$ cat config.mk
export PLATFORM = sky130hd
export DESIGN_NAME = dq0_fwd_lane
export DESIGN_NICKNAME = d
export VERILOG_FILES = /design/src/design/dq0_pkg.sv /design/src/design/dq0_fwd_lane.sv
export SDC_FILE = /design/constraint.sdc
export NUM_CORES = 2
export LEC_CHECK = 0
export BUFFER_PORTS_ARGS = -buffer_cell sky130_fd_sc_hd__buf_2
export CAP_MARGIN = 0
export CORE_MARGIN = 8
export CORE_UTILIZATION = 39
export DETAILED_ROUTE_END_ITERATION = 8
export MAX_ROUTING_LAYER = met4
export PLACE_DENSITY_LB_ADDON = 0.08
export SYNTH_ARGS = -nofsm -noshare
export SYNTH_HDL_FRONTEND = slang
export SYNTH_SLANG_ARGS = --single-unit
$ cat constraint.sdc
create_clock -name i_clk -period 8.6 [get_ports i_clk]
set_input_delay 1.29 -clock i_clk [delete_from_list [all_inputs] [get_ports i_clk]]
set_output_delay 1.29 -clock i_clk [all_outputs]
set_load 0.01 [all_outputs]
$ cat src/design/dq0_pkg.sv
// Shared widths, constants, control types and saturation helper for the dq0 transform.
`timescale 1ns / 1ps

package dq0_pkg;

    // Sample and trigonometric formats (signed Q1.(W-1)).
    localparam int SAMPLE_W = 16;
    localparam int TRIG_W   = 16;

    // Operation codes carried by the operation bit of each item.
    localparam logic OP_FORWARD = 1'b0;
    localparam logic OP_INVERSE = 1'b1;

    // Q2.14 transform constants.
    localparam int CONST_W = 16;
    localparam logic signed [CONST_W-1:0] K_SQRT_2OVER3    = 16'sd13378;
    localparam logic signed [CONST_W-1:0] K_SQRT_1OVER2    = 16'sd11585;
    localparam logic signed [CONST_W-1:0] K_SQRT_1OVER3    = 16'sd9459;
    localparam logic signed [CONST_W-1:0] K_2X_SQRT_1OVER2 = 16'sd23170;
    localparam logic signed [CONST_W-1:0] K_2X_SQRT_1OVER3 = 16'sd18918;

    // Number of register stages in each datapath lane.
    localparam int NUM_STAGES = 4;

    // Derived internal widths.
    localparam int SUM_W   = SAMPLE_W + 2;            // phase sums, alpha and beta
    localparam int MPROD_W = SUM_W + CONST_W;         // products with a Q2.14 constant
    localparam int WIDE_W  = MPROD_W + 2;             // widest accumulation before saturation

    // Per-stage load enables handed from the pipeline control to the lanes.
    typedef struct packed {
        logic [NUM_STAGES-1:0] en;
    } t_pipe_ctl;

    localparam logic signed [WIDE_W-1:0] SAT_MAX =
        {{(WIDE_W-SAMPLE_W+1){1'b0}}, {(SAMPLE_W-1){1'b1}}};
    localparam logic signed [WIDE_W-1:0] SAT_MIN =
        {{(WIDE_W-SAMPLE_W+1){1'b1}}, {(SAMPLE_W-1){1'b0}}};

    // Clamp a wide signed value to the signed sample range.
    function automatic logic signed [SAMPLE_W-1:0] sat_sample(input logic signed [WIDE_W-1:0] x);
        logic signed [SAMPLE_W-1:0] y;
        if (x > SAT_MAX) begin
            y = SAT_MAX[SAMPLE_W-1:0];
        end else if (x < SAT_MIN) begin
            y = SAT_MIN[SAMPLE_W-1:0];
        end else begin
            y = x[SAMPLE_W-1:0];
        end
        return y;
    endfunction

endpackage

$ cat src/design/dq0_fwd_lane.sv
// Forward datapath lane: phase values to d, q and zero in four register stages.
`timescale 1ns / 1ps

module dq0_fwd_lane
    import dq0_pkg::*;
(
    input  logic                       i_clk,
    input  t_pipe_ctl                  i_ctl,
    input  logic signed [SAMPLE_W-1:0] i_u,
    input  logic signed [SAMPLE_W-1:0] i_v,
    input  logic signed [SAMPLE_W-1:0] i_w,
    input  logic signed [TRIG_W-1:0]   i_sine,
    input  logic signed [TRIG_W-1:0]   i_cosine,
    output logic signed [SAMPLE_W-1:0] o_d,
    output logic signed [SAMPLE_W-1:0] o_q,
    output logic signed [SAMPLE_W-1:0] o_zero
);

    localparam int TPROD_W = SUM_W + TRIG_W;
    localparam int TR_W    = SUM_W + 1;
    localparam logic signed [MPROD_W-1:0] HALF_15 = MPROD_W'(1) << 14;
    localparam logic signed [MPROD_W-1:0] HALF_14 = MPROD_W'(1) << 13;
    localparam logic signed [TPROD_W-1:0] HALF_T  = TPROD_W'(1) << (TRIG_W - 2);

    // Stage 1 registers: Clarke sums, angle delayed.
    logic signed [SUM_W-1:0]  r_s1, r_s2, r_s3;
    logic signed [TRIG_W-1:0] r_sin1, r_cos1;
    // Stage 2 registers: alpha, beta and saturated zero.
    logic signed [SUM_W-1:0]    r_alpha, r_beta;
    logic signed [SAMPLE_W-1:0] r_zero2;
    logic signed [TRIG_W-1:0]   r_sin2, r_cos2;
    // Stage 3 registers: rounded rotation products.
    logic signed [TR_W-1:0]     r_ac, r_bs, r_bc, r_as;
    logic signed [SAMPLE_W-1:0] r_zero3;
    // Stage 4 registers: results.
    logic signed [SAMPLE_W-1:0] r_d, r_q, r_zero4;

    logic signed [SUM_W-1:0]   w_u_x, w_v_x, w_w_x;
    logic signed [MPROD_W-1:0] w_p_alpha, w_p_beta, w_p_zero;
    logic signed [TPROD_W-1:0] w_p_ac, w_p_bs, w_p_bc, w_p_as;
    logic signed [TR_W:0]      w_d_sum, w_q_sum;

    // Sign-extend the phase values for the sums.
    assign w_u_x = {{2{i_u[SAMPLE_W-1]}}, i_u};
    assign w_v_x = {{2{i_v[SAMPLE_W-1]}}, i_v};
    assign w_w_x = {{2{i_w[SAMPLE_W-1]}}, i_w};

    // Stage 1: sums that feed alpha, beta and the zero component.
    always_ff @(posedge i_clk) begin
        if (i_ctl.en[0]) begin
            r_s1   <= (w_u_x <<< 1) - w_v_x - w_w_x;
            r_s2   <= w_v_x - w_w_x;
            r_s3   <= w_u_x + w_v_x + w_w_x;
            r_sin1 <= i_sine;
            r_cos1 <= i_cosine;
        end
    end

    // Stage 2: constant scaling with round half up.
    assign w_p_alpha = r_s1 * K_SQRT_2OVER3 + HALF_15;
    assign w_p_beta  = r_s2 * K_SQRT_1OVER2 + HALF_14;
    assign w_p_zero  = (r_s3 * K_SQRT_1OVER3 + HALF_14) >>> 14;

    always_ff @(posedge i_clk) begin
        if (i_ctl.en[1]) begin
            r_alpha <= w_p_alpha[15 +: SUM_W];
            r_beta  <= w_p_beta[14 +: SUM_W];
            r_zero2 <= sat_sample(WIDE_W'(w_p_zero));
            r_sin2  <= r_sin1;
            r_cos2  <= r_cos1;
        end
    end

    // Stage 3: Park rotation products, each rounded on its own.
    assign w_p_ac = r_alpha * r_cos2 + HALF_T;
    assign w_p_bs = r_beta * r_sin2 + HALF_T;
    assign w_p_bc = r_beta * r_cos2 + HALF_T;
    assign w_p_as = r_alpha * r_sin2 + HALF_T;

    always_ff @(posedge i_clk) begin
        if (i_ctl.en[2]) begin
            r_ac    <= w_p_ac[(TRIG_W-1) +: TR_W];
            r_bs    <= w_p_bs[(TRIG_W-1) +: TR_W];
            r_bc    <= w_p_bc[(TRIG_W-1) +: TR_W];
            r_as    <= w_p_as[(TRIG_W-1) +: TR_W];
            r_zero3 <= r_zero2;
        end
    end

    // Stage 4: combine and saturate d and q.
    assign w_d_sum = (TR_W+1)'(r_ac) + (TR_W+1)'(r_bs);
    assign w_q_sum = (TR_W+1)'(r_bc) - (TR_W+1)'(r_as);

    always_ff @(posedge i_clk) begin
        if (i_ctl.en[3]) begin
            r_d     <= sat_sample(WIDE_W'(w_d_sum));
            r_q     <= sat_sample(WIDE_W'(w_q_sum));
            r_zero4 <= r_zero3;
        end
    end

    assign o_d    = r_d;
    assign o_q    = r_q;
    assign o_zero = r_zero4;

endmodule

==> run_results.csv <==
group,metric,value,unit
routing,firstDrtPassIters,5,
synth,postSynth.asyncResetShare,0,%
setup_path,crit_arrival,8.01,ns
worst_hold_path,hold_class,"reg -> reg",
synth,synth_cell_types,81,
finish,area_growth,7.671,%
routing,route.detailed.wl_per_inst,19.38,um
timing,fmax,131.7,MHz
timing,timing.final.crit_share,88.30,%
global_routing,track_usage,20.32,%
finish,finalInstanceArea,0.07339,mm^2
timing,relSlewSlack,25.12,%
synth,syn_inst,6899,
timing,hold_viol_final,0,
finish,layout-drive-gt1-share,5.204,%
setup_path,cp-start-kind,"flop",
setup_path,critical-path-max-stage-delay,1.06,ns
clock_network,cts_max_level,2,
placed_design,place_area,0.07191,mm^2
timing,finalSetupViolations,0,
synth,synth_edf_count,309,
clock_network,clk_pin_slew,0.06,ns
global_routing,grt_pass1_vias,49910,
placed_design,hpwl,153400,um
routing,drt_iter0_drc,1853,
synth,synth.area.top_cells,"fa_1 41%, ha_1 14%, edfxtp_1 14%, inv_1 9.8%, nand2_1 4.1%",
finish,fin_nets,9220,
finish,fillers,17330,
job,cap_violations,0,
die,die_w,434.1,um
placed_design,place_ws,0.9810,ns
clock_network,numCtsBuffers,42,
synth,syn_nets,9156,
timing,worst_pin_slew,1.123,ns
synth,yosysTopAreaCell,"fa_1",
routing,ant_nets,0,
routing,routed_wl,180700,um
clock_network,clock-root-buffer,"clkbuf_16",
setup_path,crit_slowest_cell,"edfxtp_1",
setup_path,critical_path.max_fanout,21,
timing,rsz0062_at_grt,"false",
routing,drc_errors,0,
outcome,status,"completed",
setup_path,endpoint_kind,"flop",
clock_network,cts_setup_buffers,0,
synth,synth_warnings,0,
routing,vias,44330,
clock_network,cts_tree,"done",
timing,drv_slew,0,
setup_path,crit_chain,"nand2_1, fa_1, inv_1, fa_1, fa_1, fa_1, inv_1, fa_1, inv_1, fa_1, ha_1, o21a_1, o211ai_1, o21ai_0, nand4_1, a41oi_1, o21ai_0, a311oi_1, a21o_1, a21oi_1, xnor2_1",
synth,synth_top_area_share,41.12,%
timing,holdWs,0.4178,ns
setup_path,crit_path_frequent_cell,"fa_1",
die,initial_core_util,39.21,%
global_routing,antenna_found_initial,10,
clock_network,worstSkewPairLatency,0.68,ns
timing,finalSetupTns,0,ns
global_routing,grt_first_pass_wirelength,288100,um
timing,min_period,7.594,ns
synth,postSynthAreaPerCell,9.880,um^2
synth,yosys_register_bits,309,
die,die-area,0.1884,mm^2
setup_path,required,9.02,ns
die,pin_count,133,
die,die_y,434.1,um
setup_path,critical_path_class,"reg -> reg",
clock_network,cts.sinks,309,
global_routing,grt-ovfl-total,0,
global_routing,grt_start_max_net_pins,61,
synth,dominantRegCellSynth,"edfxtp_1",
finish,multi_input_area,0.05127,mm^2
die,num_rows,153,
placed_design,portBuffers,132,
clock_network,clk_path_buf_depth,3,
timing,clock_skew,0.04590,ns
placed_design,routabilityCongestion,0.8887,
synth,netlist_area,0.06816,mm^2
setup_path,worst-r2r-setup-slack,1.01,ns
clock_network,ctsHoldBuffers,0,
timing,setup_ws,1.006,ns
die,fp.coreArea,0.1738,mm^2
clock_network,ctsResizeCount,0,
routing,viasPerCell,4.755,
synth,yosysSeqAreaShare,13.61,%
finish,seq_area,0.009279,mm^2
## registers in the layout, summed over array words and instances, names as in the netlist, 17 cells and up
register	cells
r_as	19
r_beta	18
r_alpha	18
r_bs	19
r_s2	17
r_s1	18
r_s3	18
r_bc	19
r_ac	19
## layer usage
metal / GRT usage [%] / share of wire (%)
met1: 25.49 / 44
met2: 35.72 / 50
met3: 1.734 / 3.3
met4: 4.944 / 2.6
met5: - / 0
## logic make-up after synthesis
kind of cell	after synthesis	synth area share [%]
AOI/OAI and AO/OA	519	4.978
xor gates and xnor gates	272	3.495
adders and majority gates	2172	55.29
buffers and inverters	2024	11.18
DFF	309	13.61
muxes	12	0.1781
and+or+nand+nor	1591	11.26
## cells in the final DEF (no fill, tap or decap), types with 12 or more instances in the layout
master and n:
nand2_1 736, nand4_1 21, clkbuf_16 42, nand2b_1 80
fa_1 1400, o21a_1 41, edfxtp_1 309, o31ai_1 14
xor2_1 76, buf_4 136, and2_1 435, inv_1 1772
o21bai_1 26, nor2b_1 26, xnor2_1 194, a21o_1 58
nor3_1 50, and3_1 12, o21ai_0 105, ha_1 772
nand3_1 33, a21oi_1 151, nor2_1 153, buf_2 129
## worst max-delay path, delay by kind of cell (launching register included)
kind	cells	cell delay, ns
adder cells (fa/ha/maj)	7	3.42
XOR/XNOR	1	0.13
flip-flops	1	1.06
buffers and inverters	3	0.16
AO/OA/AOI/OAI	8	2.11
AND/OR/NAND/NOR	2	0.45
## cell usage after synthesis, types with 14 or more instances
| cell type | instances |
|---|---|
| nand2b_1 | 80 |
| o31ai_1 | 14 |
| clkbuf_1 | 229 |
| nor2b_1 | 26 |
| nand2_1 | 736 |
| and2_1 | 435 |
| o21a_1 | 41 |
| inv_1 | 1772 |
| edfxtp_1 | 309 |
| nand4_1 | 21 |
| xnor2_1 | 196 |
| nand3_1 | 33 |
| nor2_1 | 153 |
| fa_1 | 1400 |
| o21ai_0 | 105 |
| o21bai_1 | 26 |
| a21oi_1 | 151 |
| a21o_1 | 58 |
| xor2_1 | 76 |
| nor3_1 | 50 |
| ha_1 | 772 |
## stage by stage
step / std cells / util, %
2_1_floorplan: 6899 / -
3_3_place_gp: 9243 / 41.35
3_5_place_dp: 9244 / 41.37
4_1_cts: 9320 / 42.21
5_1_grt: 9321 / 42.22
6_report: 9324 / 42.22
## area by class of cell
cell class | instances | share of cell area (%)
multi-input cells | 4566 | 69.86
flip-flops and latches | 309 | 12.64
inverters | 1772 | 9.063
well taps | 2325 | 3.964
repair buffers | 272 | 2.455
clock buffers | 45 | 1.447
clock inverters | 31 | 0.5490
diodes | 4 | 0.01364
## final timing paths
path,startpoint,to,cells after the start
setup / recovery,r_alpha[11]$_DFFE_PP_,r_ac[18]$_DFFE_PP_,21
hold / removal,r_zero2[13]$_SDFFCE_PN1P_,r_zero3[13]$_DFFE_PP_,0
setup reg to reg,r_alpha[11]$_DFFE_PP_,r_ac[18]$_DFFE_PP_,21
hold reg to reg,r_zero2[13]$_SDFFCE_PN1P_,r_zero3[13]$_DFFE_PP_,0
Power is left out: the tool's default activity adds up to more than one toggle a clock period on the data nets, which glitch-free logic cannot reach.
