## config.mk

```make
export PLATFORM = sky130hd
export DESIGN_NAME = dq0_inv_lane
export DESIGN_NICKNAME = d
export VERILOG_FILES = /design/src/design/dq0_pkg.sv /design/src/design/dq0_inv_lane.sv
export SDC_FILE = /design/constraint.sdc
export NUM_CORES = 2
export LEC_CHECK = 0
export BUFFER_PORTS_ARGS = -buffer_cell sky130_fd_sc_hd__buf_2
export CORE_ASPECT_RATIO = 0.9
export CORE_MARGIN = 5
export CORE_UTILIZATION = 40
export DETAILED_ROUTE_END_ITERATION = 8
export GPL_TIMING_DRIVEN = 0
export HOLD_SLACK_MARGIN = 0.1
export PLACE_DENSITY_LB_ADDON = 0.08
export SETUP_SLACK_MARGIN = 0.5
export SLEW_MARGIN = 20
export SYNTH_ARGS = -nofsm -noshare
export SYNTH_HDL_FRONTEND = slang
export SYNTH_SLANG_ARGS = --single-unit
export TNS_END_PERCENT = 20
```

## constraint.sdc

```tcl
create_clock -name i_clk -period 17.55 [get_ports i_clk]
set_clock_uncertainty 0.2 [all_clocks]
set_input_delay 3.51 -clock i_clk [delete_from_list [all_inputs] [get_ports i_clk]]
set_output_delay 3.51 -clock i_clk [all_outputs]
set_load 0.01 [all_outputs]
```

## src/design/dq0_pkg.sv

```systemverilog
// Shared widths, constants, control types and saturation helper for the dq0 transform.
`timescale 1ns / 1ps

package dq0_pkg;

    // Sample and trigonometric formats (signed Q1.(W-1)).
    localparam int SAMPLE_W = 16;
    localparam int TRIG_W   = 16;

    // Operation codes carried by the operation bit of each item.
    localparam logic OP_FORWARD = 1'b0;
    localparam logic OP_INVERSE = 1'b1;

    // Q2.14 transform constants.
    localparam int CONST_W = 16;
    localparam logic signed [CONST_W-1:0] K_SQRT_2OVER3    = 16'sd13378;
    localparam logic signed [CONST_W-1:0] K_SQRT_1OVER2    = 16'sd11585;
    localparam logic signed [CONST_W-1:0] K_SQRT_1OVER3    = 16'sd9459;
    localparam logic signed [CONST_W-1:0] K_2X_SQRT_1OVER2 = 16'sd23170;
    localparam logic signed [CONST_W-1:0] K_2X_SQRT_1OVER3 = 16'sd18918;

    // Number of register stages in each datapath lane.
    localparam int NUM_STAGES = 4;

    // Derived internal widths.
    localparam int SUM_W   = SAMPLE_W + 2;            // phase sums, alpha and beta
    localparam int MPROD_W = SUM_W + CONST_W;         // products with a Q2.14 constant
    localparam int WIDE_W  = MPROD_W + 2;             // widest accumulation before saturation

    // Per-stage load enables handed from the pipeline control to the lanes.
    typedef struct packed {
        logic [NUM_STAGES-1:0] en;
    } t_pipe_ctl;

    localparam logic signed [WIDE_W-1:0] SAT_MAX =
        {{(WIDE_W-SAMPLE_W+1){1'b0}}, {(SAMPLE_W-1){1'b1}}};
    localparam logic signed [WIDE_W-1:0] SAT_MIN =
        {{(WIDE_W-SAMPLE_W+1){1'b1}}, {(SAMPLE_W-1){1'b0}}};

    // Clamp a wide signed value to the signed sample range.
    function automatic logic signed [SAMPLE_W-1:0] sat_sample(input logic signed [WIDE_W-1:0] x);
        logic signed [SAMPLE_W-1:0] y;
        if (x > SAT_MAX) begin
            y = SAT_MAX[SAMPLE_W-1:0];
        end else if (x < SAT_MIN) begin
            y = SAT_MIN[SAMPLE_W-1:0];
        end else begin
            y = x[SAMPLE_W-1:0];
        end
        return y;
    endfunction

endpackage

```

## src/design/dq0_inv_lane.sv

```systemverilog
// Inverse datapath lane: d, q and zero back to phase values in four register stages.
`timescale 1ns / 1ps

module dq0_inv_lane
    import dq0_pkg::*;
(
    input  logic                       i_clk,
    input  t_pipe_ctl                  i_ctl,
    input  logic signed [SAMPLE_W-1:0] i_d,
    input  logic signed [SAMPLE_W-1:0] i_q,
    input  logic signed [SAMPLE_W-1:0] i_zero,
    input  logic signed [TRIG_W-1:0]   i_sine,
    input  logic signed [TRIG_W-1:0]   i_cosine,
    output logic signed [SAMPLE_W-1:0] o_u,
    output logic signed [SAMPLE_W-1:0] o_v,
    output logic signed [SAMPLE_W-1:0] o_w
);

    localparam int TPROD_W = SAMPLE_W + TRIG_W;
    localparam int RI_W    = SAMPLE_W + 1;
    localparam logic signed [TPROD_W-1:0] HALF_T  = TPROD_W'(1) << (TRIG_W - 2);
    localparam logic signed [WIDE_W-1:0]  HALF_15 = WIDE_W'(1) << 14;

    // Stage 1 registers: rounded rotation products.
    logic signed [RI_W-1:0]     r_dc, r_qs, r_ds, r_qc;
    logic signed [SAMPLE_W-1:0] r_z1;
    // Stage 2 registers: alpha and beta.
    logic signed [SUM_W-1:0]    r_alpha, r_beta;
    logic signed [SAMPLE_W-1:0] r_z2;
    // Stage 3 registers: products with the Clarke constants.
    logic signed [MPROD_W-1:0]  r_ma, r_mb, r_mz;
    // Stage 4 registers: results.
    logic signed [SAMPLE_W-1:0] r_u, r_v, r_w;

    logic signed [TPROD_W-1:0] w_p_dc, w_p_qs, w_p_ds, w_p_qc;
    logic signed [WIDE_W-1:0]  w_ma, w_mb, w_mz;
    logic signed [WIDE_W-1:0]  w_u_sum, w_v_sum, w_w_sum;

    // Stage 1: inverse Park products, each rounded on its own.
    assign w_p_dc = i_d * i_cosine + HALF_T;
    assign w_p_qs = i_q * i_sine + HALF_T;
    assign w_p_ds = i_d * i_sine + HALF_T;
    assign w_p_qc = i_q * i_cosine + HALF_T;

    always_ff @(posedge i_clk) begin
        if (i_ctl.en[0]) begin
            r_dc <= w_p_dc[(TRIG_W-1) +: RI_W];
            r_qs <= w_p_qs[(TRIG_W-1) +: RI_W];
            r_ds <= w_p_ds[(TRIG_W-1) +: RI_W];
            r_qc <= w_p_qc[(TRIG_W-1) +: RI_W];
            r_z1 <= i_zero;
        end
    end

    // Stage 2: alpha and beta.
    always_ff @(posedge i_clk) begin
        if (i_ctl.en[1]) begin
            r_alpha <= SUM_W'(r_dc) - SUM_W'(r_qs);
            r_beta  <= SUM_W'(r_ds) + SUM_W'(r_qc);
            r_z2    <= r_z1;
        end
    end

    // Stage 3: multiply by the Clarke constants.
    always_ff @(posedge i_clk) begin
        if (i_ctl.en[2]) begin
            r_ma <= r_alpha * K_SQRT_2OVER3;
            r_mb <= r_beta * K_2X_SQRT_1OVER2;
            r_mz <= MPROD_W'(r_z2) * K_2X_SQRT_1OVER3;
        end
    end

    // Stage 4: combine, round half up and saturate.
    assign w_ma    = WIDE_W'(r_ma);
    assign w_mb    = WIDE_W'(r_mb);
    assign w_mz    = WIDE_W'(r_mz);
    assign w_u_sum = ((w_ma <<< 1) + w_mz + HALF_15) >>> 15;
    assign w_v_sum = (w_mb - w_ma + w_mz + HALF_15) >>> 15;
    assign w_w_sum = (w_mz - w_ma - w_mb + HALF_15) >>> 15;

    always_ff @(posedge i_clk) begin
        if (i_ctl.en[3]) begin
            r_u <= sat_sample(w_u_sum);
            r_v <= sat_sample(w_v_sum);
            r_w <= sat_sample(w_w_sum);
        end
    end

    assign o_u = r_u;
    assign o_v = r_v;
    assign o_w = r_w;

endmodule

```

==> summary.txt <==
Run status
  – Outcome: finished clean

Worst setup path
  – Dominant cell type by count on the critical path: fa_1
  – WP buf/inv: 6
  – Cells along the critical path: buf_2 > clkbuf_1 > clkbuf_1 > nand2_1 > fa_1 > fa_1 > fa_1 > inv_1 > fa_1 > fa_1 > inv_1 > fa_1 > inv_1 > ha_1 > a21oi_1 > nand3_1 > a21oi_1 > o31ai_1 > a221o_1 > a221o_1 > a21o_1 > a21oi_1 > xnor2_1
  – CP Data Required Time: 17.67 ns
  – Startpoint class of the critical path: input port
  – CP endpoint kind: flip-flop
  – Worst path arrival time: 12.17 ns
  – Count of cells along the worst register-to-register path: 18
  – Endpoint of the lowest-slack register-to-register path: r_mz[31]$_DFFE_PP_
  – Kind of cell adding the most delay to the critical path: adder cells
  – Reg-to-reg startpoint: r_z2[10]$_DFFE_PP_
  – Cell with the biggest individual delay on the critical path: a21oi_1
  – Top fanout value on the critical path: 11
  – Slack of the worst reg-to-reg path: 11.00 ns
  – Crit Path Class: in -> reg
  – Largest stage delay on the critical path: 0.82 ns

Clock network
  – Count of instances resized after the clock tree is built: 0
  – CTS Buffer Depth: 3
  – Clock insertion delay at the later pin of the skew report: 0.59 ns
  – Post-CTS repair timing setup buffer count: 0
  – Clock tree from TritonCTS: done
  – Clock tree root buffer cell: clkbuf_16
  – H-tree Lvls: 2
  – Clock-pin slew on the worst setup and hold paths: 0.06 ns
  – CTS sink count: 280
  – Hold buffer count at cts: 0
  – CTS buffer count: 38

STA
  – Setup repair after global routing missed its margin: no
  – Total negative slack: 0 ns
  – Final hold violations: 0
  – Share of the cycle needed by the critical path after routing: 0.687
  – Remaining max-slew budget at the tightest pin: 0.0982
  – Highest achievable clock rate: 83.0 MHz
  – Tmin final: 12.05 ns
  – # setup viols final: 0
  – Worst-Margin Slew: 1.35 ns
  – Final number of max-transition violations: 0

Floorplan
  – Area of the die: 176000 sq um
  – Area of the core region: 167000 sq um
  – Initial Util: 0.402
  – IO Count: 133
  – Standard-cell row count: 142
  – Die W: 442 um
  – Y dimension of the die: 398 um

Min path
  – Hold Crit Start: r_z1[13]$_DFFE_PP_
  – End of the worst hold path: r_z2[13]$_DFFE_PP_
  – Instance count along the most critical hold path: 0
  – Type of the most critical hold path: reg -> reg

Place
  – Number of port buffers: ~130
  – Routability congestion estimate: 0.929
  – Post-detailed-placement half-perimeter wirelength: around 180000 um

Routing
  – Residual DRC: 0
  – Number of routed nets with antenna violations: 0
  – Count of routing violations after the opening detailed-route iteration: around 3200
  – Routed length per placed instance: 22.4 um
  – TritonRoute pass-1 iters: 5
  – Detail-routed via count per cell: 5.00
  – Detailed-route via count: about 46000
  – Post-Route WL: 208000 um

Synth
  – Seq/Total Area, Yosys: 0.125
  – Mean instance size in the synthesized netlist: 9.81 sq um
  – Synthesis-stage register bit count: 280
  – Leading register cell type out of synthesis: edfxtp_1
  – Area of the mapped netlist: ~67000 sq um
  – Share of flip-flops with an asynchronous set or reset after synthesis: 0
  – Netlist cell types: 86
  – Number of enable flip-flop cells after synthesis: 280
  – Synthesized netlist cell count: 6839
  – Total nets after synthesis: approximately 9100
  – Syn. warnings: 0

Global route
  – Wire length of the first global-routing pass: 317000 um
  – Residual overflow from global routing: 0
  – Vias in the first global route: 49695
  – Number of antenna violations at the first check in global routing: 42
  – Maximum number of pins on one net before global-route repair: 78
  – Overall routing resource usage: 0.244

Finish
  – Nets@finish: 9285
  – Fillers: 16581
  – Layout overhead on the synthesized area: 7.43%
  – Fraction of layout cells with a size suffix above 1: 0.0379

Job
  – Max cap viols: 0
[metal layers]
layer | vias to the layer above | GRT usage | wire length [um]
met2 | 1317 | 0.363 | 87100
met4 | 10 | 0.0648 | 6740
met3 | 291 | 0.0471 | 15900
li1 | 21177 | - | -
met1 | 23663 | 0.363 | 98700
met5 | - | 0 | 63
[cells in the final DEF (no fill, tap or decap), types with 77 or more instances in the layout]
cell type,instances
a21o_1,117
a21oi_1,153
and2_1,486
buf_2,133
clkbuf_1,184
edfxtp_1,280
fa_1,1316
ha_1,868
inv_1,1812
nand2_1,578
nor2_1,173
o21ai_0,91
xnor2_1,188
xor2_1,77
[flip-flops by register name, indices dropped and copies added, names as in the netlist, 17 cells and up]
signal   count
r_ma        32
r_qc        17
r_beta      18
r_qs        17
r_mz        31
r_ds        17
r_mb        33
r_alpha     18
r_dc        17
[final cells by class]
| class | instances | area [sq um] | area share |
|---|---|---|---|
| Clock inverter | 28 | 302 | 0.00419 |
| Multi-Input combinational cell | 4542 | 51100 | 0.709 |
| Buffer | 204 | 811 | 0.0113 |
| Clock buffer | 40 | 980 | 0.0136 |
| Inverter | 1813 | 6810 | 0.0945 |
| Sequential cell | 280 | 8410 | 0.117 |
| Antenna cell | 24 | 60.1 | 0.000834 |
| Timing Repair Buffer | 137 | 779 | 0.0108 |
| Tap cell | 2232 | 2790 | 0.0388 |
[logic make-up after synthesis]
group           share of synthesized area
xor+xnor                           0.0355
compound gates                     0.0601
simple gates                        0.109
fa+ha+maj                           0.555
buf+inv                             0.113
mux                               0.00185
flops                               0.125
[Yosys cell counts, types with 18 or more instances]
library cell / number / area, sq um
inv_1: 1813 / 6810
fa_1: 1316 / 26300
ha_1: 868 / 10900
nand2_1: 578 / 2170
and2_1: 486 / 3040
edfxtp_1: 280 / 8410
xnor2_1: 194 / 1700
clkbuf_1: 193 / 724
nor2_1: 174 / 653
a21oi_1: 153 / 766
a21o_1: 117 / 878
o21ai_0: 91 / 455
xor2_1: 78 / 683
nor3_1: 44 / 220
nand3_1: 41 / 205
nand2b_1: 40 / 250
o21a_1: 32 / 240
nor2b_1: 28 / 175
a211oi_1: 20 / 150
o21bai_1: 20 / 150
o22ai_1: 20 / 125
nand4_1: 19 / 119
and3_1: 18 / 113
[stage by stage]
stage,cell area (sq um),utilization,worst slack [ns],std cells,hold WS (ns)
floorplan,67100,-,7.69,6839,0.200
global placement,70500,0.423,5.08,9203,0.214
detailed placement,70700,0.424,5.10,9206,0.208
CTS,71900,0.432,5.71,9274,0.225
global route,72000,0.432,5.33,9286,0.234
finish,72000,0.432,5.50,9300,0.228
[worst reg2reg max path: stages (launching register included)]
cell and delay, ns:
edfxtp_1 0.54, ha_1 0.42, inv_1 0.10, fa_1 0.58
fa_1 0.45, fa_1 0.50, fa_1 0.51, inv_1 0.06
fa_1 0.45, ha_1 0.37, a21o_1 0.21, a21o_1 0.20
o2111a_1 0.25, o31a_1 0.38, a221oi_1 0.39, o21ai_0 0.20
o21a_1 0.21, o21ai_0 0.19, xnor2_1 0.09
[how the worst max path moves through the flow]
stage,endpoint,cells after the start,slack [ns],start
CTS,r_qc[16]$_DFFE_PP_,23,5.71,i_cosine[1]
floorplan,r_ds[16]$_DFFE_PP_,22,7.69,i_d[15]
detailed placement,r_qc[16]$_DFFE_PP_,23,5.10,i_cosine[1]
finish,r_qc[16]$_DFFE_PP_,23,5.50,i_cosine[1]
global placement,r_qc[16]$_DFFE_PP_,23,5.08,i_cosine[1]
global route,r_qc[16]$_DFFE_PP_,23,5.33,i_cosine[1]
Power is not shown: default switching activity piles up to over one toggle a cycle in this logic, so the estimate is an artifact.
